===== src/hw/rtl/adc_ladder_button_classifier_defines.svh =====
// ----------------------------------------------------------------------------
// Assertion macros for the ladder keypad classifier
// Concurrent assertion wrappers; define ASSERT_OFF to compile them out.
// ----------------------------------------------------------------------------
`ifndef ADC_LADDER_BUTTON_CLASSIFIER_DEFINES_SVH
`define ADC_LADDER_BUTTON_CLASSIFIER_DEFINES_SVH

`ifndef ASSERT_OFF

// Check a property on every rising edge, ignored while reset is low
`define ALBC_ASSERT(name, clk, rst_n, prop, msg) \
	name: assert property (@(posedge clk) disable iff (!rst_n) prop) else $error(msg);

// Check a property on every rising edge, reset included
`define ALBC_ASSERT_ALWAYS(name, clk, prop, msg) \
	name: assert property (@(posedge clk) prop) else $error(msg);

`else

`define ALBC_ASSERT(name, clk, rst_n, prop, msg)
`define ALBC_ASSERT_ALWAYS(name, clk, prop, msg)

`endif

`endif


===== src/hw/rtl/albc_pkg.sv =====
// ----------------------------------------------------------------------------
// albc_pkg
// Shared types and constants of the ladder keypad classifier.
// ----------------------------------------------------------------------------
`default_nettype none

package albc_pkg;

	// Field widths
	localparam int CENTRE_COUNT = 8;
	localparam int CENTRE_W     = 12;
	localparam int BTN_W        = 4;
	localparam int WIN_W        = 11;
	localparam int MS_W         = 16;
	localparam int TIME_W       = 32;
	localparam int EV_W         = 3;
	localparam int CFG_IDX_W    = 2;
	localparam int CFG_DATA_W   = 16;
	localparam int OUT_DATA_W   = 8;

	// Two's complement -1 marks "no button"
	localparam logic [BTN_W-1:0] BTN_NONE = '1;

	// Ladder centre values, button 0 first
	localparam logic [CENTRE_W-1:0] CENTRES [CENTRE_COUNT] = '{
		12'd413, 12'd823, 12'd1365, 12'd1820,
		12'd2258, 12'd2705, 12'd3291, 12'd3979
	};

	typedef enum logic [EV_W-1:0] {
		EV_NONE     = 3'd0,
		EV_PRESSED  = 3'd1,
		EV_LONG     = 3'd2,
		EV_SHORT    = 3'd3,
		EV_RELEASED = 3'd4
	} event_t;

	typedef enum logic [CFG_IDX_W-1:0] {
		REG_WINDOW      = 2'd0,
		REG_DEBOUNCE    = 2'd1,
		REG_SHORT_CLICK = 2'd2,
		REG_LONG_PRESS  = 2'd3
	} cfg_reg_t;

	typedef struct packed {
		logic [WIN_W-1:0] window_half_width;
		logic [MS_W-1:0]  debounce_ms;
		logic [MS_W-1:0]  short_click_ms;
		logic [MS_W-1:0]  long_press_ms;
	} cfg_t;

	localparam cfg_t CFG_RESET = '{
		window_half_width: 11'd100,
		debounce_ms:       16'd40,
		short_click_ms:    16'd300,
		long_press_ms:     16'd1000
	};

	typedef struct packed {
		logic [BTN_W-1:0] key_id;
		event_t           event_code;
	} result_t;

endpackage

`default_nettype wire


===== src/hw/rtl/albc_match.sv =====
// ----------------------------------------------------------------------------
// albc_match
// Window compare of one sample against the ladder centres; lowest hit wins.
// ----------------------------------------------------------------------------
`default_nettype none

module albc_match import albc_pkg::*; #(
	parameter int SAMPLE_BITS = 12,
	parameter int NUM_BUTTONS = 8
) (
	input  wire logic [SAMPLE_BITS-1:0] sample,
	input  wire logic [WIN_W-1:0]       window,
	output logic      [BTN_W-1:0]       button
);

	localparam int N_ACTIVE = (NUM_BUTTONS < CENTRE_COUNT) ? NUM_BUTTONS : CENTRE_COUNT;
	localparam int CMP_W    = ((SAMPLE_BITS > CENTRE_W) ? SAMPLE_BITS : CENTRE_W) + 2;

	logic [CMP_W-1:0]    sample_w;
	logic [CMP_W-1:0]    window_w;
	logic [N_ACTIVE-1:0] hit;

	assign sample_w = CMP_W'(sample);
	assign window_w = CMP_W'(window);

	// Test c - w <= s <= c + w without going negative: s + w >= c and s <= c + w
	for (genvar g = 0; g < N_ACTIVE; g++) begin : g_win
		assign hit[g] = (sample_w + window_w >= CMP_W'(CENTRES[g])) &&
		                (sample_w <= CMP_W'(CENTRES[g]) + window_w);
	end

	// Pick the lowest-numbered hit
	always_comb begin
		button = BTN_NONE;
		for (int i = N_ACTIVE - 1; i >= 0; i--) begin
			if (hit[i]) begin
				button = BTN_W'(i);
			end
		end
	end

endmodule

`default_nettype wire


===== src/hw/rtl/albc_track.sv =====
// ----------------------------------------------------------------------------
// albc_track
// Debounce, press timing and event decision; holds the per-poll state.
// ----------------------------------------------------------------------------
`default_nettype none

`include "adc_ladder_button_classifier_defines.svh"

module albc_track import albc_pkg::*; (
	input  wire logic              clk,
	input  wire logic              arst_n,
	input  wire logic              en,
	input  wire logic [BTN_W-1:0]  match_button,
	input  wire logic [TIME_W-1:0] now_ms,
	input  wire cfg_t              cfg,
	output result_t                res
);

	logic [BTN_W-1:0]  debounce_button_q;
	logic [TIME_W-1:0] debounce_start_q;
	logic [BTN_W-1:0]  timing_button_q;
	logic [TIME_W-1:0] press_start_q;
	logic [TIME_W-1:0] prior_duration_q;
	event_t            prior_event_q;
	logic [BTN_W-1:0]  prior_button_q;

	logic [BTN_W-1:0]  debounce_button_d;
	logic [TIME_W-1:0] debounce_start_d;
	logic [TIME_W-1:0] press_start_d;
	logic [TIME_W-1:0] duration;
	logic [TIME_W-1:0] db_elapsed;
	logic [BTN_W-1:0]  btn;
	logic [BTN_W-1:0]  btn_out;
	logic              matched;
	event_t            ev;

	assign matched = (match_button != BTN_NONE);

	// Debounce: restart the timer on a new matched button, leave it alone on no match
	always_comb begin
		debounce_button_d = debounce_button_q;
		debounce_start_d  = debounce_start_q;
		btn               = BTN_NONE;
		if (matched) begin
			debounce_button_d = match_button;
			if (debounce_button_q != match_button) begin
				debounce_start_d = now_ms;
			end
		end
		db_elapsed = now_ms - debounce_start_d;
		if (matched && (db_elapsed > TIME_W'(cfg.debounce_ms))) begin
			btn = match_button;
		end
	end

	// Press timing: restart on a change or while nothing is pressed
	always_comb begin
		press_start_d = press_start_q;
		if ((timing_button_q != btn) || (btn == BTN_NONE)) begin
			press_start_d = now_ms;
		end
		duration = now_ms - press_start_d;
	end

	// Event decision, each rule refining the one before
	always_comb begin
		ev      = (btn != BTN_NONE) ? EV_PRESSED : EV_RELEASED;
		btn_out = btn;
		if ((prior_event_q == EV_PRESSED) && (ev == EV_RELEASED) &&
		    (prior_duration_q < TIME_W'(cfg.short_click_ms))) begin
			ev      = EV_SHORT;
			btn_out = prior_button_q;
		end
		if ((ev == EV_PRESSED) && (duration > TIME_W'(cfg.long_press_ms))) begin
			ev = EV_LONG;
		end
		if ((ev == EV_RELEASED) && (prior_event_q == EV_RELEASED)) begin
			ev = EV_NONE;
		end
		if ((prior_event_q == EV_NONE) && (ev == EV_RELEASED)) begin
			ev = EV_NONE;
		end
	end

	// Report the previous poll's button with this poll's event
	assign res.key_id     = prior_button_q;
	assign res.event_code = ev;

	// Advance the state once per poll
	always_ff @(posedge clk or negedge arst_n) begin
		if (!arst_n) begin
			debounce_button_q <= BTN_NONE;
			debounce_start_q  <= '0;
			timing_button_q   <= BTN_NONE;
			press_start_q     <= '0;
			prior_duration_q  <= '0;
			prior_event_q     <= EV_NONE;
			prior_button_q    <= BTN_NONE;
		end else if (en) begin
			debounce_button_q <= debounce_button_d;
			debounce_start_q  <= debounce_start_d;
			timing_button_q   <= btn;
			press_start_q     <= press_start_d;
			prior_duration_q  <= duration;
			prior_event_q     <= ev;
			prior_button_q    <= btn_out;
		end
	end

	`ALBC_ASSERT(a_short_after_press, clk, arst_n, (en && (ev == EV_SHORT)) |-> (prior_event_q == EV_PRESSED), "short click without a press before it")
	`ALBC_ASSERT(a_long_has_button, clk, arst_n, (en && (ev == EV_LONG)) |=> (prior_button_q != BTN_NONE), "long press recorded with no button")
	`ALBC_ASSERT(a_state_holds, clk, arst_n, !en |=> ($stable(prior_event_q) && $stable(prior_button_q)), "tracker state moved without a poll")

endmodule

`default_nettype wire


===== src/hw/rtl/adc_ladder_button_classifier.sv =====
// ----------------------------------------------------------------------------
// adc_ladder_button_classifier
// Resistor-ladder keypad decoder with debounce, press timing and events.
// ----------------------------------------------------------------------------
// Takes one poll (ADC sample plus millisecond timestamp) per clock cycle
// while the output is not stalled, and returns exactly one result per poll:
// the button decided on the previous poll and the event worked out on this
// one. A poll passes the input register, the match register and the result
// register before its result appears on the output; the debounce and
// press-timing state is updated once per poll. Each stage holds when the
// stage after it is full and stalled, so up to two more polls transfer in
// while a result waits before the input stalls. Configuration registers may
// be rewritten only while no poll is in flight.
// ----------------------------------------------------------------------------
`default_nettype none

`include "adc_ladder_button_classifier_defines.svh"

module adc_ladder_button_classifier import albc_pkg::*; #(
	parameter int NUM_BUTTONS = 8,
	parameter int SAMPLE_BITS = 12
) (
	input  wire logic                 clk,
	input  wire logic                 arst_n,
	// Configuration write port
	input  wire logic                 cfg_we,
	input  wire logic [CFG_IDX_W-1:0] cfg_index,
	input  wire logic [CFG_DATA_W-1:0] cfg_data,
	// Poll input
	input  wire logic                 s_tvalid,
	output logic                      s_tready,
	// s_tdata, low bit up: adc_sample, now_ms, zero fill
	input  wire logic [((SAMPLE_BITS + TIME_W + 7) / 8) * 8 - 1:0] s_tdata,
	// Result output
	output logic                      m_tvalid,
	input  wire logic                 m_tready,
	// m_tdata, low bit up: key_id, event_code, zero fill
	output logic [OUT_DATA_W-1:0]     m_tdata
);

	cfg_t                    cfg_q;

	logic                    valid_s1;
	logic [SAMPLE_BITS-1:0]  sample_s1;
	logic [TIME_W-1:0]       now_s1;

	logic                    valid_s2;
	logic [BTN_W-1:0]        button_s2;
	logic [TIME_W-1:0]       now_s2;

	logic                    out_valid_q;
	result_t                 result_q;

	logic                    ready_out;
	logic                    ready_s2;
	logic                    ready_s1;
	logic [BTN_W-1:0]        match_button;
	result_t                 track_res;

	// Configuration registers
	always_ff @(posedge clk or negedge arst_n) begin
		if (!arst_n) begin
			cfg_q <= CFG_RESET;
		end else if (cfg_we) begin
			unique case (cfg_reg_t'(cfg_index))
				REG_WINDOW:      cfg_q.window_half_width <= cfg_data[WIN_W-1:0];
				REG_DEBOUNCE:    cfg_q.debounce_ms       <= cfg_data[MS_W-1:0];
				REG_SHORT_CLICK: cfg_q.short_click_ms    <= cfg_data[MS_W-1:0];
				REG_LONG_PRESS:  cfg_q.long_press_ms     <= cfg_data[MS_W-1:0];
				default:         cfg_q <= cfg_q;
			endcase
		end
	end

	// Per-stage ready: a stage moves when it is empty or the next one moves
	assign ready_out = !out_valid_q || m_tready;
	assign ready_s2  = !valid_s2 || ready_out;
	assign ready_s1  = !valid_s1 || ready_s2;
	assign s_tready  = ready_s1;

	// Input register
	always_ff @(posedge clk or negedge arst_n) begin
		if (!arst_n) begin
			valid_s1 <= 1'b0;
		end else if (ready_s1) begin
			valid_s1 <= s_tvalid;
		end
	end

	always_ff @(posedge clk) begin
		if (s_tvalid && ready_s1) begin
			sample_s1 <= s_tdata[SAMPLE_BITS-1:0];
			now_s1    <= s_tdata[SAMPLE_BITS +: TIME_W];
		end
	end

	albc_match #(
		.SAMPLE_BITS (SAMPLE_BITS),
		.NUM_BUTTONS (NUM_BUTTONS)
	) u_match (
		.sample (sample_s1),
		.window (cfg_q.window_half_width),
		.button (match_button)
	);

	// Match register
	always_ff @(posedge clk or negedge arst_n) begin
		if (!arst_n) begin
			valid_s2 <= 1'b0;
		end else if (ready_s2) begin
			valid_s2 <= valid_s1;
		end
	end

	always_ff @(posedge clk) begin
		if (valid_s1 && ready_s2) begin
			button_s2 <= match_button;
			now_s2    <= now_s1;
		end
	end

	albc_track u_track (
		.clk          (clk),
		.arst_n       (arst_n),
		.en           (valid_s2 && ready_out),
		.match_button (button_s2),
		.now_ms       (now_s2),
		.cfg          (cfg_q),
		.res          (track_res)
	);

	// Result register
	always_ff @(posedge clk or negedge arst_n) begin
		if (!arst_n) begin
			out_valid_q <= 1'b0;
		end else if (ready_out) begin
			out_valid_q <= valid_s2;
		end
	end

	always_ff @(posedge clk) begin
		if (valid_s2 && ready_out) begin
			result_q <= track_res;
		end
	end

	assign m_tvalid = out_valid_q;
	assign m_tdata  = {{(OUT_DATA_W - BTN_W - EV_W){1'b0}}, result_q.event_code,
	                   result_q.key_id};

	`ALBC_ASSERT(a_result_loaded, clk, arst_n, (valid_s2 && ready_out) |=> m_tvalid, "poll lost")
	`ALBC_ASSERT(a_match_held, clk, arst_n, (valid_s2 && !ready_out) |=> (valid_s2 && $stable(button_s2)), "stalled poll lost")
	`ALBC_ASSERT_ALWAYS(a_quiet_in_reset, clk, !arst_n |=> !m_tvalid, "result valid after reset")

endmodule

`default_nettype wire

===== config.mk =====
export PLATFORM = sky130hd
export DESIGN_NAME = adc_ladder_button_classifier
export DESIGN_NICKNAME = d
export VERILOG_FILES = /design/src/hw/rtl/albc_pkg.sv /design/src/hw/rtl/albc_match.sv /design/src/hw/rtl/albc_track.sv /design/src/hw/rtl/adc_ladder_button_classifier.sv
export VERILOG_INCLUDE_DIRS = /design/src /design/src/hw/rtl
export SDC_FILE = /design/constraint.sdc
export NUM_CORES = 1
export LEC_CHECK = 0
export BUFFER_PORTS_ARGS = -buffer_cell sky130_fd_sc_hd__buf_2
export CORE_MARGIN = 3
export CORE_UTILIZATION = 47
export CTS_CLUSTER_DIAMETER = 150
export DETAILED_ROUTE_END_ITERATION = 7
export PLACE_DENSITY_LB_ADDON = 0.25
export SLEW_MARGIN = 20
export SYNTH_ARGS = -nofsm -noshare
export SYNTH_HDL_FRONTEND = slang
export SYNTH_SLANG_ARGS = --single-unit

===== constraint.sdc =====
create_clock -name clk -period 12.85 [get_ports clk]
set_input_delay 1.9275 -clock clk [delete_from_list [all_inputs] [get_ports clk]]
set_output_delay 1.9275 -clock clk [all_outputs]
set_load 0.02 [all_outputs]

# Word-level counts from Yosys, hierarchy flattened
# Cells that the tools add are included.
totals:
  ff_bits: 260
  wordCells: 119
classes:
  n_mux: 16
  order_cmp: 19
  bitwise_logic: 1
  reduce_logical: 35
  eq_ne: 14
  addsub: 11
op_table:
  columns: ["operator", "count"]
  rows:
  - ["$le 12x14->1", 8]
  - ["$mux 32", 3]
  - ["$gt 32x16->1", 2]
  - ["$sub 32x32->32", 2]
  - ["$ge 14x12->1 const B", 4]
  - ["$add 12x11->13 const A", 4]
  - ["$lt 32x16->1", 1]
  - ["$ge 14x11->1 const B", 2]
  - ["$add 11x11->12 const A", 2]
  - ["$mux 3", 8]
  - ["$logic_and 1x1->1", 17]
  - ["$ge 14x10->1 const B", 1]
  - ["$add 12x11->13", 1]
  - ["$ge 13x9->1 const B", 1]
  - ["$add 10x11->12 const A", 1]
  - ["$add 9x11->12 const A", 1]
  - ["$eq 3x3->1 const B", 4]
  - ["$reduce_and 2->1", 6]
  - ["$mux 4", 2]
  - ["$ne 4x4->1", 2]
  - ["$ne 4x4->1 const B", 2]
  - ["$reduce_or 7->1", 1]
  - ["$eq 3x1->1 const B", 2]
  - ["$eq 2x2->1 const B", 2]
  - ["other kinds (11)", 17]

# Depth between registers and ports, before layout
depth:
  word_depth: 22
  ltp_mapped: 61
  ltp_nobuf: 57

# Cells and area by module
# From an unflattened synthesis, not the netlist that was laid out.
unflattened:
  cells_unflattened: 2028
  hier_area_um2: 19885.3
by_module_without_submodules:
  columns: ["mod", "cells_per_inst", "instances", "area_per_inst_um2", "seq_area_each_um2"]
  rows:
  - ["albc_track", 1215, 1, 10568.9, 2792.7]
  - ["adc_ladder_button_classifier", 227, 1, 4994.8, 4182.8]
  - ["albc_match", 586, 1, 4321.6, 0.0]

# Least setup slack after synthesis
# Ideal clock, no wire load.
synth_path:
  kind: "reg-to-reg"
  start: "reg u_track.debounce_button_q[2]"
  end: "reg result_q, in the netlist m_tdata[5], data pin"
  path_slack_ps: 968
  stages_incl_launch_ff: 57
  arrival_ps: 11627
  setup_time_ps: 255
  t_required_ps: 12595
  cell_sequence: "dfstp_2 > xor2_1 > o41a_1 > buf_6 > clkbuf_1 > clkbuf_1 > mux2i_1 > ha_1 > a21o_1 > a31o_2 > a21oi_1 > o221ai_1 > nand2_1 > nor3_1 > a21oi_1 > nor2_1 > a211oi_1 > o21ai_0 > [... 21 more ...] > o2111ai_1 > nand4b_1 > a21o_1 > a31o_2 > o22ai_1 > o21bai_1 > a21oi_1 > xnor2_1 > ha_1 > nand4_1 > or4_1 > a21o_1 > a21oi_1 > nand4_1 > nor4_2 > nand4_1 > or4_4 > and2_1"
synth_rtl:
  columns: ["element", "line", "text"]
  rows:
  - ["start: declaration", "albc_track.sv:19", "logic [BTN_W-1:0] debounce_button_q;"]
  - ["start signal: assignment", "albc_track.sv:100", "debounce_button_q <= debounce_button_d;"]
  - ["end signal: assignment", "adc_ladder_button_classifier.sv:143", "result_q <= track_res;"]
  - ["end: declaration", "adc_ladder_button_classifier.sv:52", "result_t result_q;"]

==> Implementation_results.wiki <==
{| class="wikitable"
! Metric !! Value
|-
| Run status || complete, no violations
|-
| Post-synthesis async set-or-reset flop share || 66.5%
|-
| Critical Path Slowest Stage Cell || o31ai_1
|-
| Number of maximum-capacitance violations || 0
|-
| Tightest slew margin relative to the limit || 28.7%
|-
| Synthesized-area fraction occupied by ao, oa, aoi and oai cells || 16.7%
|-
| TritonCTS clock tree || built
|-
| Commonest cells after routing, fill and taps aside || ha_1 (208), nand2_1 (177), dfrtp_1 (146), mux2_2 (123), a21oi_1 (119)
|-
| Worst skew pair latency || 0.58 ns
|-
| Most frequent standard cell in the layout excluding fill and tap cells || ha_1
|-
| Register-to-register setup slack || 0.93 ns
|-
| Number of global-route vias before repair || 15300
|-
| Last weighted congestion value of the routability-driven placer || 0.898
|-
| Post-synth net total || 2303
|-
| Global Route met1 Usage || 33.3%
|-
| Average routed wire per standard cell || 19.1 µm
|-
| Synthesis-to-layout area growth || 10.2%
|-
| Antenna diode count || 0
|-
| Mean cell area of the mapped netlist || 9.67 µm²
|-
| Max clock buf depth || 3
|-
| Die Y || 210 µm
|-
| Nets@finish || 2350
|-
| Deepest level of the CTS H-tree || 1
|-
| Effective utilization at floorplan || 47.8%
|-
| Share of power burned in registers || 29.5%
|-
| Total clock buffers created by CTS || 30
|-
| Cells resized by post-CTS repair || 0
|-
| Number of synthesized flops with an enable pin || 87
|-
| Setup TNS || 0 ns
|-
| Clock Sinks || 260
|-
| Syn Inst Count || 2021
|-
| Peak VDD IR || 0.118 mV
|-
| Final hold violation count || 0
|-
| Final HPWL from detailed placement || 37.8 mm
|-
| Number of synthesized register bits || 260
|-
| Crit Path Max Fanout || 38
|-
| Kind of path behind the tightest hold check || reg2reg
|-
| GRT Overall Usage || 22.6%
|-
| DRC violation count after routing || 0
|-
| Placement-stage worst setup slack || 0.657 ns
|-
| DRC marker count from the first detailed-route iteration || 1028
|-
| Post-synthesis share of cell area spent on xor and xnor gates || 4.77%
|-
| Part of the power in the clock network || 22.2%
|-
| Reg clk slew, reported paths || 0.06 ns
|-
| Buffer type at the clock tree root || clkbuf_16
|-
| Number of hold buffers added after CTS || 0
|-
| Die width || 210 µm
|-
| Count of TritonRoute iterations in the first routing pass || 5
|-
| Number of antenna violations at the first check in global routing || 1
|-
| Period minus WS final || 11.92 ns
|-
| Die area || 44100 µm²
|-
| Maximum number of pins on one net before global-route repair || 110
|-
| Largest family of logic cells by synthesized area || compound AO/OA/AOI/OAI gates
|-
| Residual antenna-violating net count after detailed routing || 0
|-
| Total number of vias || 15500
|-
| Path type of the worst setup path || reg2reg
|-
| Fill cells || 3657
|-
| Total wire length after detailed routing || 50.2 mm
|-
| Pin slew with the least headroom to its limit || 1.07 ns
|-
| Global-route wire length before repair || 81.5 mm
|-
| Number of port buffers || 75
|-
| Leading post-synthesis cells by cell area || dfrtp_1 (19%), edfxtp_1 (13%), ha_1 (13%)
|-
| Worst hold slack after final layout || 0.419 ns
|-
| Final Instance Count excl. Fillers || 2624
|-
| YS warnings || 0
|-
| Sequential-to-total area share from yosys stat || 35.7%
|-
| Library cell occupying the most area in the post-synthesis netlist || dfrtp_1
|-
| Post-synth cell types || 98
|-
| Fraction of power spent switching nets || 39.9%
|-
| Post-route clock period utilization || 92.8%
|-
| Total global routing overflow || 0
|-
| Combinational Power Share || 48.3%
|-
| Setup repair after global routing missed its margin || false
|-
| Startpoint type of the worst setup path || register
|-
| Total count of max-transition violations in the final report || 0
|-
| Total setup buffers inserted after CTS || 0
|-
| Leak Pwr || 9.56 nW
|-
| Per-cell via count in the routed design || 5.90
|-
| Fmax || 83.9 MHz
|-
| Number of instances in the placed design || 2568
|-
| Overall Power || 4.18 mW
|-
| Post-synthesis simple-gate area fraction || 15.6%
|-
| Main flop type after synthesis || dfrtp_1
|-
| Share of cells above drive strength 1 || 16.5%
|-
| Global routing's busiest layer || met2
|-
| Multiplexer share of the synthesized area || 9.90%
|-
| Power spent charging and discharging nets || 1.67 mW
|-
| Final setup margin || 0.928 ns
|-
| Fin Clk Skew || 0.0145 ns
|-
| Arrival time at the worst endpoint || 12.26 ns
|-
| Kind of capture point of the worst setup path || register
|-
| Design internal power || 2.51 mW
|-
| Data required time of the critical path || 13.18 ns
|-
| Global Route met2 Usage || 35.5%
|-
| Fraction of the mapped netlist area in adder cells || 13.8%
|-
| Post-synth top area share || 18.7%
|-
| Final setup fails || 0
|-
| Largest stage delay, worst path || 0.64 ns
|-
| Most numerous cell on the critical path || a21oi_1
|-
| GRT met3 Usage || 3.77%
|-
| Placeable core area || 40900 µm²
|-
| Row cnt || 74
|-
| Post-synthesis instance area || 19500 µm²
|-
| Top-level I/O count || 81
|-
| Power density over the cells || 194 nW/µm²
|}
-- layer usage --
| metal | part of all wire [%] | vias to the layer above |
|---|---|---|
| li1 | - | 7490 |
| met1 | 48 | 7565 |
| met2 | 44 | 364 |
| met3 | 6.1 | 61 |
| met4 | 1.9 | 0 |
| met5 | 0 | - |
-- path summary, 6_finish.rpt --
path,from,end,cells past startpoint
max,button_s2[1],m_tdata[5],51
min,now_s1[2],now_s2[2],0
max reg2reg,button_s2[1],m_tdata[5],51
min reg2reg,now_s1[2],now_s2[2],0
max in group asynchronous,arst_n,u_track.debounce_start_q[24],2
min in group asynchronous,arst_n,u_track.press_start_q[24],1
-- power by group through the flow --
stage / combinational [mW] / clock, mW / sequential, mW
global route: 2.26 / 0.985 / 1.26
finish: 2.02 / 0.928 / 1.23
floorplan: 1.55 / 0 / 1.19
global placement: 1.94 / 0 / 1.24
CTS: 2.00 / 0.956 / 1.23
detailed placement: 1.99 / 0 / 1.25
-- flip-flops by register name (all words and copies together), names as in the netlist, 3 cells and up --
signal	flops
cfg_q	59
now_s1	32
now_s2	32
u_track.debounce_start_q	32
u_track.press_start_q	32
u_track.prior_duration_q	32
sample_s1	12
m_tdata	7
button_s2	4
u_track.debounce_button_q	4
u_track.prior_button_q	4
u_track.timing_button_q	4
u_track.prior_event_q	3
-- kinds of logic (layout without fill, tap and decap cells) --
logic type | count (synthesis) | after routing
multiplexers | 178 | 178
other | 1 | 1
AND/OR/NAND/NOR | 604 | 604
AO/OA/AOI/OAI | 481 | 481
buffers and inverters | 179 | 250
adder cells (fa/ha/maj) | 214 | 214
flip-flops | 260 | 260
XOR/XNOR | 104 | 104
-- final cells by class --
cell class / count / area (µm²) / share of cell area (%)
Clock buffer: 38 / 865 / 4.01
Multi-Input combinational cell: 1582 / 11900 / 55.3
Sequential cell: 260 / 6980 / 32.4
Timing Repair Buffer: 92 / 509 / 2.36
Tap cell: 532 / 666 / 3.09
Clock inverter: 18 / 234 / 1.09
Inverter: 102 / 383 / 1.78
-- metrics by stage --
step | instance area, µm² | utilization (%)
2_1_floorplan | 19500 | -
3_3_place_gp | 20400 | 49.9
3_5_place_dp | 20400 | 49.9
4_1_cts | 21500 | 52.6
5_1_grt | 21500 | 52.6
6_report | 21500 | 52.6
-- cells in the mapped netlist (19+ instances only) --
cell type / number
o21a_1: 25
nand4_1: 41
dfstp_2: 27
xor2_1: 31
xnor2_1: 70
nor2b_1: 33
inv_1: 99
nor3_1: 40
o21ai_0: 93
edfxtp_1: 87
ha_1: 208
mux2_2: 123
a21o_1: 86
and2_1: 19
a21oi_1: 119
nand2_1: 177
dfrtp_1: 146
mux2i_1: 55
nand3_1: 49
clkbuf_1: 66
nor2_1: 119
nand2b_1: 43
-- worst max-delay path, delay by kind of cell, from the launching register on --
kind            cells  cell delay (ns)
compound gates     21             4.51
flops               1             0.50
fa+ha+maj           4             1.28
simple gates       18             3.66
mux                 2             0.42
buf+inv             3             0.72
xor+xnor            3             0.57
No activity file was read; power rests on OpenSTA's default activity.
